### src/rtl/nsq_pkg.sv
// Shared types, codes and constants of the notification slot and waiting queue.
package nsq_pkg;

   // Default number of waiting queue entries.
   localparam int QueueDepthDefault = 4;
   // Width of the waiting count field of a response.
   localparam int WaitCountWidth = 3;

   typedef enum logic [2:0] {
      KIND_PUSH         = 3'd0,
      KIND_DISMISS      = 3'd1,
      KIND_MEDIA_STATE  = 3'd2,
      KIND_SWIPE        = 3'd3,
      KIND_ACCEPT       = 3'd4,
      KIND_REJECT       = 3'd5,
      KIND_END_CALL     = 3'd6,
      KIND_MEDIA_ACTION = 3'd7
   } kind_type;

   typedef enum logic [2:0] {
      CMD_NONE       = 3'd0,
      CMD_DISMISS    = 3'd1,
      CMD_ACCEPT     = 3'd2,
      CMD_REJECT     = 3'd3,
      CMD_END        = 3'd4,
      CMD_PREV       = 3'd5,
      CMD_PLAY_PAUSE = 3'd6,
      CMD_NEXT       = 3'd7
   } cmd_type;

   // Media state codes.
   localparam logic [1:0] MEDIA_STOPPED = 2'd0;
   localparam logic [1:0] MEDIA_PLAYING = 2'd1;
   localparam logic [1:0] MEDIA_PAUSED  = 2'd2;

   // Swipe direction codes.
   localparam logic [1:0] SWIPE_UP   = 2'd0;
   localparam logic [1:0] SWIPE_DOWN = 2'd1;

   // Media action codes; the fourth code has no meaning.
   localparam logic [1:0] ACTION_PREV       = 2'd0;
   localparam logic [1:0] ACTION_PLAY_PAUSE = 2'd1;
   localparam logic [1:0] ACTION_NEXT       = 2'd2;

   typedef struct packed {
      kind_type    kind;
      logic [31:0] note_id;
      logic        note_is_call;
      logic [15:0] note_handle;
      logic [1:0]  media_state_in;
      logic [1:0]  swipe_dir;
      logic [1:0]  media_action;
      logic [31:0] now_ms;
   } req_payload_type;

   typedef struct packed {
      cmd_type                   command;
      logic [31:0]               command_id;
      logic                      slot_active;
      logic [31:0]               slot_id;
      logic                      slot_is_call;
      logic [15:0]               slot_handle;
      logic                      call_running;
      logic [31:0]               call_start;
      logic [WaitCountWidth-1:0] waiting_count;
      logic                      banner_shown;
      logic [1:0]                media_state_out;
   } rsp_payload_type;

   // Controller sequencing states.
   typedef enum logic [1:0] {
      ST_IDLE,
      ST_DECIDE,
      ST_SCAN,
      ST_OUTPUT
   } state_type;

   // Commands from the controller to the datapath.
   typedef struct packed {
      logic capture;
      logic apply;
      logic scan_start;
      logic scan_next;
      logic scan_drop;
      logic scan_miss;
      logic publish;
   } ctrl_cmd_type;

   // Status from the datapath to the controller.
   typedef struct packed {
      logic scan_needed;
      logic scan_hit;
      logic scan_done;
      logic out_free;
   } ctrl_status_type;

endpackage

### src/rtl/nsq_chan_if.sv
// Valid/ready channel interface used for the request and response channels.
interface nsq_chan_if #(
   parameter type payload_type = logic
);
   logic        valid;
   logic        ready;
   payload_type payload;

   modport source (output valid, output payload, input ready);
   modport sink (input valid, input payload, output ready);
endinterface

### src/rtl/notification_slot_with_priority_queue.sv
// Top level of the notification slot with its bounded waiting queue.
//
// Requests arrive on req_chan (valid/ready); each one yields exactly one
// response on rsp_chan that carries the command code and the full slot,
// queue and media state after the request.
// A request is taken only while the block is idle. A push into a full
// queue and a dismiss of an id that is not in the slot search the queue
// one entry per cycle; every other request needs no queue search.
// The response sits in an output register; a stalled receiver holds it
// there while the next request is already being worked on, and only the
// completion of that next request waits for the register to drain.
// Synchronous reset empties the slot and queue, clears the banner, sets
// the media state to stopped and drops any pending response.
module notification_slot_with_priority_queue
   import nsq_pkg::*;
#(
   parameter int QUEUE_DEPTH = QueueDepthDefault
) (
   input logic            clock,
   input logic            reset,
   nsq_chan_if.sink       req_chan,
   nsq_chan_if.source     rsp_chan
);

   ctrl_cmd_type    cmd;
   ctrl_status_type status;
   logic            req_ready;
   logic            rsp_valid;
   rsp_payload_type rsp_data;

   nsq_ctrl u_ctrl (
      .clock     (clock),
      .reset     (reset),
      .req_valid (req_chan.valid),
      .req_ready (req_ready),
      .status    (status),
      .cmd       (cmd)
   );

   nsq_dp #(
      .QUEUE_DEPTH (QUEUE_DEPTH)
   ) u_dp (
      .clock     (clock),
      .reset     (reset),
      .req_data  (req_chan.payload),
      .rsp_ready (rsp_chan.ready),
      .rsp_valid (rsp_valid),
      .rsp_data  (rsp_data),
      .cmd       (cmd),
      .status    (status)
   );

   assign req_chan.ready   = req_ready;
   assign rsp_chan.valid   = rsp_valid;
   assign rsp_chan.payload = rsp_data;

endmodule

### src/rtl/nsq_ctrl.sv
// Controller state machine that sequences one request through the datapath.
module nsq_ctrl
   import nsq_pkg::*;
(
   input  logic            clock,
   input  logic            reset,
   input  logic            req_valid,
   output logic            req_ready,
   input  ctrl_status_type status,
   output ctrl_cmd_type    cmd
);

   state_type state_ff;
   state_type state_in;

   // State register.
   always_ff @(posedge clock) begin
      if (reset) begin
         state_ff <= ST_IDLE;
      end else begin
         state_ff <= state_in;
      end
   end

   // Next state and datapath commands.
   always_comb begin
      state_in  = state_ff;
      cmd       = '0;
      req_ready = 1'b0;
      case (state_ff)
         ST_IDLE: begin
            req_ready = 1'b1;
            if (req_valid) begin
               cmd.capture = 1'b1;
               state_in    = ST_DECIDE;
            end
         end
         ST_DECIDE: begin
            if (status.scan_needed) begin
               cmd.scan_start = 1'b1;
               state_in       = ST_SCAN;
            end else begin
               cmd.apply = 1'b1;
               state_in  = ST_OUTPUT;
            end
         end
         ST_SCAN: begin
            if (status.scan_done) begin
               cmd.scan_miss = 1'b1;
               state_in      = ST_OUTPUT;
            end else if (status.scan_hit) begin
               cmd.scan_drop = 1'b1;
               state_in      = ST_OUTPUT;
            end else begin
               cmd.scan_next = 1'b1;
            end
         end
         ST_OUTPUT: begin
            if (status.out_free) begin
               cmd.publish = 1'b1;
               state_in    = ST_IDLE;
            end
         end
         default: begin
            state_in = ST_IDLE;
         end
      endcase
   end

endmodule

### src/rtl/nsq_dp.sv
// Datapath: shown slot, waiting queue, media flags and the response register.
module nsq_dp
   import nsq_pkg::*;
#(
   parameter int QUEUE_DEPTH = QueueDepthDefault
) (
   input  logic            clock,
   input  logic            reset,
   input  req_payload_type req_data,
   input  logic            rsp_ready,
   output logic            rsp_valid,
   output rsp_payload_type rsp_data,
   input  ctrl_cmd_type    cmd,
   output ctrl_status_type status
);

   localparam int CW = $clog2(QUEUE_DEPTH + 1);
   localparam int IW = (QUEUE_DEPTH > 1) ? $clog2(QUEUE_DEPTH) : 1;
   localparam logic [CW-1:0] DepthCount = CW'(QUEUE_DEPTH);

   req_payload_type req_ff, req_in;
   logic            active_valid_ff, active_valid_in;
   logic [31:0]     active_ident_ff, active_ident_in;
   logic            active_call_ff, active_call_in;
   logic [15:0]     active_ref_ff, active_ref_in;
   logic            in_progress_ff, in_progress_in;
   logic [31:0]     start_tick_ff, start_tick_in;
   logic [31:0]     q_ident_ff [QUEUE_DEPTH];
   logic [31:0]     q_ident_in [QUEUE_DEPTH];
   logic            q_call_ff [QUEUE_DEPTH];
   logic            q_call_in [QUEUE_DEPTH];
   logic [15:0]     q_ref_ff [QUEUE_DEPTH];
   logic [15:0]     q_ref_in [QUEUE_DEPTH];
   logic [CW-1:0]   fill_ff, fill_in;
   logic            banner_ff, banner_in;
   logic [1:0]      media_ff, media_in;
   cmd_type         cmd_code_ff, cmd_code_in;
   logic [31:0]     cmd_id_ff, cmd_id_in;
   logic [CW-1:0]   scan_idx_ff, scan_idx_in;
   logic            rsp_valid_ff, rsp_valid_in;
   rsp_payload_type rsp_data_ff, rsp_data_in;

   logic            active_match;
   logic            do_advance;
   logic            do_drop;
   logic            do_append;
   logic [CW-1:0]   drop_pos;
   logic [CW-1:0]   append_pos;
   logic [IW-1:0]   scan_rd;
   logic            media_shown;

   // Status toward the controller; the scan reads one queue entry a cycle.
   assign active_match = active_valid_ff && (active_ident_ff == req_ff.note_id);
   assign scan_rd      = scan_idx_ff[IW-1:0];
   assign media_shown  = (media_ff == MEDIA_PLAYING) || (media_ff == MEDIA_PAUSED);

   always_comb begin
      status.scan_needed = ((req_ff.kind == KIND_PUSH) && active_valid_ff &&
                            (fill_ff >= DepthCount)) ||
                           ((req_ff.kind == KIND_DISMISS) && !active_match);
      status.scan_done   = (scan_idx_ff >= fill_ff);
      status.scan_hit    = 1'b0;
      if (!status.scan_done) begin
         if (req_ff.kind == KIND_PUSH) begin
            status.scan_hit = !q_call_ff[scan_rd];
         end else begin
            status.scan_hit = (q_ident_ff[scan_rd] == req_ff.note_id);
         end
      end
      status.out_free = !rsp_valid_ff || rsp_ready;
   end

   // Next state of the slot, queue and flags.
   always_comb begin
      req_in          = req_ff;
      active_valid_in = active_valid_ff;
      active_ident_in = active_ident_ff;
      active_call_in  = active_call_ff;
      active_ref_in   = active_ref_ff;
      in_progress_in  = in_progress_ff;
      start_tick_in   = start_tick_ff;
      q_ident_in      = q_ident_ff;
      q_call_in       = q_call_ff;
      q_ref_in        = q_ref_ff;
      fill_in         = fill_ff;
      banner_in       = banner_ff;
      media_in        = media_ff;
      cmd_code_in     = cmd_code_ff;
      cmd_id_in       = cmd_id_ff;
      scan_idx_in     = scan_idx_ff;
      do_advance      = 1'b0;
      do_drop         = 1'b0;
      do_append       = 1'b0;
      drop_pos        = '0;
      append_pos      = fill_ff;

      if (cmd.capture) begin
         req_in      = req_data;
         cmd_code_in = CMD_NONE;
         cmd_id_in   = '0;
      end
      if (cmd.scan_start) begin
         scan_idx_in = '0;
      end
      if (cmd.scan_next) begin
         scan_idx_in = scan_idx_ff + 1'b1;
      end

      // Requests that finish without a queue search.
      if (cmd.apply) begin
         case (req_ff.kind)
            KIND_PUSH: begin
               banner_in = 1'b0;
               if (!active_valid_ff) begin
                  active_valid_in = 1'b1;
                  active_ident_in = req_ff.note_id;
                  active_call_in  = req_ff.note_is_call;
                  active_ref_in   = req_ff.note_handle;
                  in_progress_in  = 1'b0;
                  start_tick_in   = '0;
               end else begin
                  do_append = 1'b1;
                  fill_in   = fill_ff + 1'b1;
               end
            end
            KIND_DISMISS: begin
               do_advance = active_match;
            end
            KIND_MEDIA_STATE: begin
               media_in = req_ff.media_state_in;
               if ((req_ff.media_state_in != MEDIA_PLAYING) &&
                   (req_ff.media_state_in != MEDIA_PAUSED)) begin
                  banner_in = 1'b0;
               end
            end
            KIND_SWIPE: begin
               if (active_valid_ff) begin
                  if (!active_call_ff) begin
                     cmd_code_in = CMD_DISMISS;
                     cmd_id_in   = active_ident_ff;
                     do_advance  = 1'b1;
                  end
               end else if (req_ff.swipe_dir == SWIPE_UP) begin
                  if (media_shown) begin
                     banner_in = 1'b1;
                  end
               end else if (req_ff.swipe_dir == SWIPE_DOWN) begin
                  banner_in = 1'b0;
               end
            end
            KIND_ACCEPT: begin
               if (active_valid_ff && active_call_ff && !in_progress_ff) begin
                  in_progress_in = 1'b1;
                  start_tick_in  = req_ff.now_ms;
                  cmd_code_in    = CMD_ACCEPT;
               end
            end
            KIND_REJECT: begin
               if (active_valid_ff && active_call_ff) begin
                  do_advance  = 1'b1;
                  cmd_code_in = CMD_REJECT;
               end
            end
            KIND_END_CALL: begin
               if (active_valid_ff && active_call_ff && in_progress_ff) begin
                  do_advance  = 1'b1;
                  cmd_code_in = CMD_END;
               end
            end
            KIND_MEDIA_ACTION: begin
               case (req_ff.media_action)
                  ACTION_PREV:       cmd_code_in = CMD_PREV;
                  ACTION_PLAY_PAUSE: cmd_code_in = CMD_PLAY_PAUSE;
                  ACTION_NEXT:       cmd_code_in = CMD_NEXT;
                  default:           cmd_code_in = CMD_NONE;
               endcase
            end
            default: begin
               cmd_code_in = CMD_NONE;
            end
         endcase
      end

      // End of a search: a hit removes the entry, and a push then takes the tail.
      if (cmd.scan_drop) begin
         do_drop  = 1'b1;
         drop_pos = scan_idx_ff;
         if (req_ff.kind == KIND_PUSH) begin
            banner_in  = 1'b0;
            do_append  = 1'b1;
            append_pos = fill_ff - 1'b1;
         end else begin
            fill_in = fill_ff - 1'b1;
         end
      end
      if (cmd.scan_miss && (req_ff.kind == KIND_PUSH)) begin
         banner_in = 1'b0;
      end

      // Promote the queue head into the slot, or clear the slot.
      if (do_advance) begin
         in_progress_in = 1'b0;
         start_tick_in  = '0;
         if (fill_ff != '0) begin
            active_valid_in = 1'b1;
            active_ident_in = q_ident_ff[0];
            active_call_in  = q_call_ff[0];
            active_ref_in   = q_ref_ff[0];
            do_drop         = 1'b1;
            drop_pos        = '0;
            fill_in         = fill_ff - 1'b1;
         end else begin
            active_valid_in = 1'b0;
            active_ident_in = '0;
            active_call_in  = 1'b0;
            active_ref_in   = '0;
         end
      end

      // Close the gap behind a removed entry.
      for (int j = 0; j < QUEUE_DEPTH - 1; j++) begin
         if (do_drop && (CW'(j) >= drop_pos) && (CW'(j + 1) < fill_ff)) begin
            q_ident_in[j] = q_ident_ff[j + 1];
            q_call_in[j]  = q_call_ff[j + 1];
            q_ref_in[j]   = q_ref_ff[j + 1];
         end
      end
      if (do_append) begin
         q_ident_in[append_pos[IW-1:0]] = req_ff.note_id;
         q_call_in[append_pos[IW-1:0]]  = req_ff.note_is_call;
         q_ref_in[append_pos[IW-1:0]]   = req_ff.note_handle;
      end
   end

   // Response register: loaded once a request is done, held while stalled.
   always_comb begin
      rsp_valid_in = rsp_valid_ff;
      rsp_data_in  = rsp_data_ff;
      if (cmd.publish) begin
         rsp_valid_in                = 1'b1;
         rsp_data_in.command         = cmd_code_ff;
         rsp_data_in.command_id      = cmd_id_ff;
         rsp_data_in.slot_active     = active_valid_ff;
         rsp_data_in.slot_id         = active_ident_ff;
         rsp_data_in.slot_is_call    = active_call_ff;
         rsp_data_in.slot_handle     = active_ref_ff;
         rsp_data_in.call_running    = in_progress_ff;
         rsp_data_in.call_start      = start_tick_ff;
         rsp_data_in.waiting_count   = WaitCountWidth'(fill_ff);
         rsp_data_in.banner_shown    = banner_ff;
         rsp_data_in.media_state_out = media_ff;
      end else if (rsp_ready) begin
         rsp_valid_in = 1'b0;
      end
   end

   // State that reset clears.
   always_ff @(posedge clock) begin
      if (reset) begin
         active_valid_ff <= 1'b0;
         active_ident_ff <= '0;
         active_call_ff  <= 1'b0;
         active_ref_ff   <= '0;
         in_progress_ff  <= 1'b0;
         start_tick_ff   <= '0;
         fill_ff         <= '0;
         banner_ff       <= 1'b0;
         media_ff        <= MEDIA_STOPPED;
         rsp_valid_ff    <= 1'b0;
      end else begin
         active_valid_ff <= active_valid_in;
         active_ident_ff <= active_ident_in;
         active_call_ff  <= active_call_in;
         active_ref_ff   <= active_ref_in;
         in_progress_ff  <= in_progress_in;
         start_tick_ff   <= start_tick_in;
         fill_ff         <= fill_in;
         banner_ff       <= banner_in;
         media_ff        <= media_in;
         rsp_valid_ff    <= rsp_valid_in;
      end
   end

   // Payload registers.
   always_ff @(posedge clock) begin
      req_ff      <= req_in;
      q_ident_ff  <= q_ident_in;
      q_call_ff   <= q_call_in;
      q_ref_ff    <= q_ref_in;
      cmd_code_ff <= cmd_code_in;
      cmd_id_ff   <= cmd_id_in;
      scan_idx_ff <= scan_idx_in;
      rsp_data_ff <= rsp_data_in;
   end

   assign rsp_valid = rsp_valid_ff;
   assign rsp_data  = rsp_data_ff;

endmodule

### src/flat_wrapper.sv
// flat-port wrapper written by rule: the top's interface ports become plain ports
module notification_slot_with_priority_queue_flat import nsq_pkg::*;
#(
   parameter int QUEUE_DEPTH = QueueDepthDefault
)
  (clock, reset, req_chan_valid, req_chan_payload, req_chan_ready, rsp_chan_valid, rsp_chan_payload, rsp_chan_ready);
  nsq_chan_if req_chan_i ();
  nsq_chan_if rsp_chan_i ();
  input logic clock;
  input logic reset;
  input wire logic [$bits(req_chan_i.valid)-1:0] req_chan_valid;
  input wire logic [$bits(req_chan_i.payload)-1:0] req_chan_payload;
  output wire logic [$bits(req_chan_i.ready)-1:0] req_chan_ready;
  output wire logic [$bits(rsp_chan_i.valid)-1:0] rsp_chan_valid;
  output wire logic [$bits(rsp_chan_i.payload)-1:0] rsp_chan_payload;
  input wire logic [$bits(rsp_chan_i.ready)-1:0] rsp_chan_ready;
  assign req_chan_i.valid = req_chan_valid;
  assign req_chan_i.payload = req_chan_payload;
  assign req_chan_ready = req_chan_i.ready;
  assign rsp_chan_valid = rsp_chan_i.valid;
  assign rsp_chan_payload = rsp_chan_i.payload;
  assign rsp_chan_i.ready = rsp_chan_ready;
  notification_slot_with_priority_queue #(.QUEUE_DEPTH(QUEUE_DEPTH)) u_core (.clock(clock), .reset(reset), .req_chan(req_chan_i), .rsp_chan(rsp_chan_i));
endmodule
### config.mk
export PLATFORM = sky130hd
export DESIGN_NAME = notification_slot_with_priority_queue_flat
export DESIGN_NICKNAME = d
export VERILOG_FILES = /design/src/rtl/nsq_pkg.sv /design/src/rtl/nsq_chan_if.sv /design/src/rtl/notification_slot_with_priority_queue.sv /design/src/rtl/nsq_ctrl.sv /design/src/rtl/nsq_dp.sv /design/src/flat_wrapper.sv
export SDC_FILE = /design/constraint.sdc
export NUM_CORES = 1
export LEC_CHECK = 0
export BUFFER_PORTS_ARGS = -buffer_cell sky130_fd_sc_hd__buf_2
export CAP_MARGIN = 10
export CORE_MARGIN = 3
export CORE_UTILIZATION = 30
export CTS_BUF_LIST = sky130_fd_sc_hd__clkbuf_8 sky130_fd_sc_hd__clkbuf_16
export CTS_CLUSTER_DIAMETER = 80
export DETAILED_ROUTE_END_ITERATION = 6
export PLACE_DENSITY = 0.4
export SYNTH_ARGS = -nofsm -noshare
export SYNTH_HDL_FRONTEND = slang
export SYNTH_HIERARCHICAL = 1
export SYNTH_SLANG_ARGS = --single-unit
### constraint.sdc
create_clock -name clock -period 9.3 [get_ports clock]
set_input_delay 0.465 -clock clock [delete_from_list [all_inputs] [get_ports clock]]
set_output_delay 0.465 -clock clock [all_outputs]
set_load 0.05 [all_outputs]
==> summary.md, run 1 <==
| Metric | Value |
|---|---|
| Status | `completed` |
| Site row count | `72` |
| Clock network power share | `38.5%` |
| Required @ worst endpoint | `around 9.7 ns` |
| Total grt overflow | `0` |
| Dpl hpwl | `21600 um` |
| CTS root buf | `clkbuf_16` |
| Gr usage total | `18.3%` |
| Post-Route WL | `38400 um` |
| Port Buffers | `6` |
| Initial DRC Count | `between 700 and 800` |
| Synth warn | `6` |
| Synth Area per Inst | `~9.0 um2` |
| I/O Pins | `8` |
| Comb power frac | `18.0%` |
| Die width | `between 200 and 250 um` |
| N_diodes | `0` |
| Actual slew at the worst max-slew pin | `1.19 ns` |
| Most common cell after layout, fill and taps aside | `nor2_1` |
| Leakage | `5.01 nW` |
| Pins over their slew limit | `0` |
| Crit path capture type | `register` |
| Switch share | `31.6%` |
| Drt wl/cell | `21.7 um` |
| Setup Skew | `0.0258 ns` |
| Clock latency on the worst-skew pair | `0.57 ns` |
| Cell area after synthesis | `0.0118 mm2` |
| CTS tree | `yes` |
| Hold Fails Final Rpt | `0` |
| Largest net degree at the start of global routing | `101` |
| Worst setup SP type | `register` |
| M2 GR Usage | `approximately 28%` |
| Routability congestion estimate | `0.810` |
| Number of fill cells | `3889` |
| Core region area | `0.0388 mm2` |
| Post-CTS setup buffer count | `0` |
| Final min period | `6.49 ns` |
| Sw Pwr | `0.857 mW` |
| Most frequent cells in the layout | `nor2_1, dfxtp_1, inv_1` |
| Final core occ | `33.8%` |
| WS Path Type | `reg2reg` |
| GRT Max-Usage Layer | `met2` |
| Sequential power share | `43.4%` |
| Clock Path Buffers | `3` |
| Clock Pin Slew Worst Setup and Hold Paths | `0.06 ns` |
| Total Nets Final | `1248` |
| Num CTS Buffers | `28` |
| Initial Util | `30.5%` |
| Met3 Use GR | `2.94%` |
| VDD IR max | `0.121 mV` |
| Power density over cell area | `207 mW/mm2` |
| Reg2Reg Setup Slack | `2.81 ns` |
| TritonRoute pass-1 iters | `5` |
| Mapped Cells | `1319` |
| Via Count | `9554` |
| Post-route DRC | `0` |
| Max-slew headroom | `21.0%` |
| Worst Path Arrival | `6.85 ns` |
| Worst Path Max Fanout | `33` |
| Clk sink count | `215` |
| Vias per Instance | `between 5 and 6` |
| Int Pwr | `1.85 mW` |
| Die area | `about 0.042 mm2` |
| Final setup vio count | `0` |
| Die height | `205 um` |
| Crit share post-route | `between 60% and 70%` |
| Maximum clock rate | `about 0.15 GHz` |
| Min-delay worst type | `in2reg` |
| Gates resized, CTS repair | `0` |
| Post-route ant nets | `0` |
| First-pass GRT wire length | `around 60000 um` |
| Initial antenna violation count | `0` |
| CTS H-tree lvls | `1` |
| Vias in the first global route | `9065` |
| Unrepaired setup endpoints after global routing | `no` |
| Area grow syn2layout | `10.7%` |
| Setup TNS Final | `0 ns` |
| CTS Hold Buffers Added | `0` |
| GR Util met1 | `between 20% and 30%` |
| Maxcap violations | `0` |
| Fraction of layout cells with a size suffix above 1 | `11.6%` |
==> worst max-delay path, stage by stage, from the launching register on <==
cell and delay (ns):
edfxtp_1 0.64, buf_4 0.33, mux4_2 0.34, xnor2_1 0.27, nand4_1 0.29, nor4_1 0.51, nand3_1 0.24, o31ai_1 0.15
and3b_2 0.30, or4b_1 0.67, a41oi_4 0.79, buf_4 0.42, nor2b_1 0.19, o31a_2 0.94, a221oi_1 0.19
==> power by group through the flow <==
stage,Combinational (mW),Clock (mW),Sequential [mW]
final,0.488,1.04,1.18
after global routing,0.538,1.12,1.19
after CTS,0.493,1.08,1.18
after detailed placement,0.491,0,1.20
after global placement,0.488,0,1.20
after floorplan,0.418,0,1.11
==> path summary, 6_finish.rpt <==
| check | from | end | cells after the start |
|---|---|---|---|
| worst max-delay path | u_core/u_dp/scan_idx_ff[1] | u_core/u_dp/q_ident_ff[74] | 14 |
| worst min-delay path | rsp_chan_ready | u_core/u_dp/rsp_valid | 3 |
| worst max register to register | u_core/u_dp/scan_idx_ff[1] | u_core/u_dp/q_ident_ff[74] | 14 |
| worst min register to register | u_core/u_dp/media_ff[0] | u_core/u_dp/rsp_data[0] | 0 |
==> layer usage <==
layer / part of all wire (%) / up-vias
met3: 4.9 / 51
met4: 2.4 / 0
met1: 49 / 4706
met5: 0 / -
li1: - / 4559
met2: 44 / 238
==> layout make-up <==
cell class	count	area [um2]	share of cell area (%)
multi-input combinational	873	5980	45.6
sequential	215	5040	38.5
clock buffer	32	756	5.77
tap	518	648	4.94
inverter	80	300	2.29
timing repair buffer	32	245	1.87
clock inverter	20	135	1.03
==> through the flow <==
stage                     std cells  setup WS (ns)  instance area [um2]  hold WS [ns]  power, mW
final                          1770           2.81                13100         0.224       2.71
after CTS                      1770           2.77                13100         0.205       2.75
after detailed placement       1718           2.79                12200         0.426       1.69
after global placement         1717           2.83                12200         0.420       1.68
after global routing           1770           2.60                13100         0.242       2.85
after floorplan                1355           3.10                12000         0.408       1.53
Power figures use the tool's default switching activity.
==> inputs of run 2 (changes only) <==
- ABC_AREA: not set -> 1
- clock period: 9.3 -> 6.2 ns (I/O delays scaled with it)
==> run 2 against run 1 <==
First-iteration DRC count fell by 1.7%. Clock power rose by 57%. Sequential cell count did not move. Critical path depth rose by 6. Design area fell by 0.57%. Critical path type unchanged. Area after synthesis fell by 2.5%. Combinational power rose by 44%. Clock skew fell by 0.012 ns. Hold slack got worse by 0.15 ns. Via count rose by 8.4%.
==> summary.md, run 2 <==
| Metric | Value |
|---|---|
| Post-route ant nets | `0 (unchanged)` |
| Post-route DRC | `0 (unchanged)` |
| Area grow syn2layout | `12.8% (was 10.7%)` |
| Max incr delay on CP | `0.74 ns (was 0.94 ns)` |
| CTS H-tree lvls | `1 (unchanged)` |
| Worst-path cell chain | `clkinv_1 > buf_4 > buf_4 > nand2_1 > o21ai_0 > xor2_1 > nor4_1 > nand2_1 > nor2_1 > nand2_1 > a21oi_1 > and3b_2 > nand2_1 > xor2_1 > nor3_4 > inv_1 > buf_4 > nand3_1 > nand2_1 > inv_1 (was buf_4 > mux4_2 > xnor2_1 > nand4_1 > nor4_1 > nand3_1 > o31ai_1 > and3b_2 > or4b_1 > a41oi_4 > buf_4 > nor2b_1 > o31a_2 > a221oi_1)` |
| Final std cells w/o fill | `2174 (was 1770)` |
| Synth warn | `6 (unchanged)` |
| Leakage | `6.02 nW (was 5.01 nW)` |
| Initial antenna violation count | `0 (unchanged)` |
| Reg2Reg Setup Slack | `0.74 ns (was 2.81 ns)` |
| VDD IR max | `0.178 mV (was 0.121 mV)` |
| Worst Path Arrival | `5.92 ns (was 6.85 ns)` |
| Final setup vio count | `0 (unchanged)` |
| Final core occ | `34.4% (was 33.8%)` |
| Placed cells | `2121 (was 1718)` |
| Total grt overflow | `0 (unchanged)` |
| Worst path bufs/invs | `6 (was 2)` |
| Die area | `0.0409 mm2 (was 0.0419 mm2)` |
| Mapped Cells | `1660 (was 1319)` |
| Worst setup SP type | `register (unchanged)` |
| Hold depth | `4 (was 3)` |
| Clk sink count | `215 (unchanged)` |
| Multi-input logic area | `0.00536 mm2 (was 0.00598 mm2)` |
| R2r startpoint | `u_core/u_dp/scan_idx_ff[1] (unchanged)` |
| RR Endpoint | `u_core/u_dp/q_ident_ff[119] (was u_core/u_dp/q_ident_ff[74])` |
| Routability congestion estimate | `0.823 (was 0.810)` |
| Most common cell after layout, fill and taps aside | `nand2_1 (was nor2_1)` |
| Cell area after synthesis | `0.0116 mm2 (was 0.0118 mm2)` |
| Number of fill cells | `4099 (was 3889)` |
| Site row count | `71 (was 72)` |
| Maxcap violations | `0 (unchanged)` |
| Actual slew at the worst max-slew pin | `1.22 ns (was 1.19 ns)` |
| Synth Area per Inst | `6.96 um2 (was 8.98 um2)` |
| Drt wl/cell | `18.6 um (was 21.7 um)` |
| Worst Reg-to-Reg Cells | `20 (was 14)` |
| Worst Path Max Fanout | `18 (was 33)` |
| Pins over their slew limit | `0 (unchanged)` |
| I/O Pins | `8 (unchanged)` |
| Final min period | `5.46 ns (was 6.49 ns)` |
| Clock Path Buffers | `3 (unchanged)` |
| Initial DRC Count | `700 (was 712)` |
| First-pass GRT wire length | `61200 um (was 58900 um)` |
| Status | `completed (unchanged)` |
| Register area | `0.00504 mm2 (unchanged)` |
| Largest net degree at the start of global routing | `67 (was 101)` |
| Dpl hpwl | `23000 um (was 21600 um)` |
| Most frequent cells in the layout | `nand2_1, inv_1, nor2_1 (was nor2_1, dfxtp_1, inv_1)` |
| Num CTS Buffers | `28 (unchanged)` |
| Crit path max-delay family | `buffers and inverters (was simple AND/OR/NAND/NOR gates)` |
| CTS tree | `yes (unchanged)` |
| TritonRoute pass-1 iters | `5 (unchanged)` |
| CTS root buf | `clkbuf_16 (unchanged)` |
| Via Count | `10353 (was 9554)` |
| Min-delay worst type | `in2reg (unchanged)` |
| Initial Util | `30.5% (about the same)` |
| Post-Route WL | `40400 um (was 38400 um)` |
| Crit path capture type | `register (unchanged)` |
| Setup TNS Final | `0 ns (unchanged)` |
| Die width | `202 um (was 205 um)` |
| Gr usage total | `19.6% (was 18.3%)` |
| Cell repeated most along the worst path | `nand2_1 (was buf_4)` |
| Hold Path End | `u_core/u_dp/rsp_valid (unchanged)` |
| Core region area | `0.0378 mm2 (was 0.0388 mm2)` |
| Die height | `202 um (was 205 um)` |
| Vias per Instance | `4.76 (was 5.40)` |
| Power density over cell area | `316 mW/mm2 (was 207 mW/mm2)` |
| Crit share post-route | `88.1% (was 69.7%)` |
| Required @ worst endpoint | `6.65 ns (was 9.66 ns)` |
| Maximum clock rate | `0.183 GHz (was 0.154 GHz)` |
| HP Start | `rsp_chan_ready (unchanged)` |
| Clock latency on the worst-skew pair | `0.56 ns (was 0.57 ns)` |
| Fraction of layout cells with a size suffix above 1 | `7.52% (was 11.6%)` |
| Slowest cell on the critical path | `inv_1 (was o31a_2)` |
| Clock Pin Slew Worst Setup and Hold Paths | `0.06 ns (about the same)` |
| WS Path Type | `reg2reg (unchanged)` |
| Vias in the first global route | `9751 (was 9065)` |
| Setup Skew | `0.0143 ns (was 0.0258 ns)` |
| Total Nets Final | `1659 (was 1248)` |
| Hold Fails Final Rpt | `0 (unchanged)` |
| Port Buffers | `6 (unchanged)` |
| N_diodes | `0 (unchanged)` |
| Post-CTS setup buffer count | `0 (unchanged)` |
| Max-slew headroom | `18.5% (was 21.0%)` |
| Unrepaired setup endpoints after global routing | `no (unchanged)` |
[run 2: area by class of cell]
class | instances | area share, %
clock buffers | 33 | 6.08
clock inverters | 19 | 1.01
inverters | 205 | 5.90
multi-input cells | 1151 | 41.1
flip-flops and latches | 215 | 38.7
well taps | 511 | 4.91
repair buffers | 40 | 2.30
[run 2: through the flow]
stage	setup WS [ns]	hold slack [ns]	power [mW]	instance area (um2)
final	0.735	0.0708	4.12	13000
after global routing	0.353	0.107	4.35	13000
after CTS	0.718	0.0325	4.18	13000
after detailed placement	0.764	0.424	2.53	12100
after global placement	0.773	0.415	2.53	12100
after floorplan	0.770	0.379	2.26	11700
[run 2: repair_timing]
| item | 4_1_cts | 5_1_grt |
|---|---|---|
| resized for setup | 0 | 0 |
| hold buffers | 1 | 0 |
| hold endpoints to repair | 2 | 0 |
[run 2: worst max path at each step]
stage | from | depth (start not counted) | to | slack, ns
floorplan | u_core/u_dp/scan_idx_ff[0] | 17 | register | 0.77
global placement | u_core/u_dp/scan_idx_ff[1] | 20 | u_core/u_dp/q_ident_ff[107] | 0.77
detailed placement | u_core/u_dp/scan_idx_ff[1] | 20 | u_core/u_dp/q_ident_ff[125] | 0.76
CTS | u_core/u_dp/scan_idx_ff[1] | 20 | u_core/u_dp/q_ident_ff[125] | 0.72
global route | u_core/u_dp/scan_idx_ff[0] | 22 | u_core/u_dp/q_ident_ff[125] | 0.35
finish | u_core/u_dp/scan_idx_ff[1] | 20 | u_core/u_dp/q_ident_ff[119] | 0.74
[run 2: worst register-to-register path, delay by kind of cell, from the launching register on]
family          cells  cell delay [ns]
simple gates       10             1.84
buf+inv             6             2.21
xor+xnor            2             0.61
flops               1             0.36
compound gates      2             0.36
[run 2: power breakdown]
| part | switching, mW | leakage [nW] | internal [mW] | total (mW) |
|---|---|---|---|---|
| combinational | 0.482 | 3.70 | 0.222 | 0.704 |
| clock | 0.647 | 0.494 | 0.982 | 1.63 |
| sequential | 0.161 | 1.82 | 1.63 | 1.79 |
[run 2: metal layers]
layer | GRT usage, % | vias to the layer above | part of all wire (%)
li1 | - | 5203 | -
met1 | 28.1 | 4830 | 48
met2 | 31.3 | 263 | 44
met3 | 2.85 | 57 | 5.4
met4 | 4.83 | 0 | 2.2
met5 | 0 | - | 0
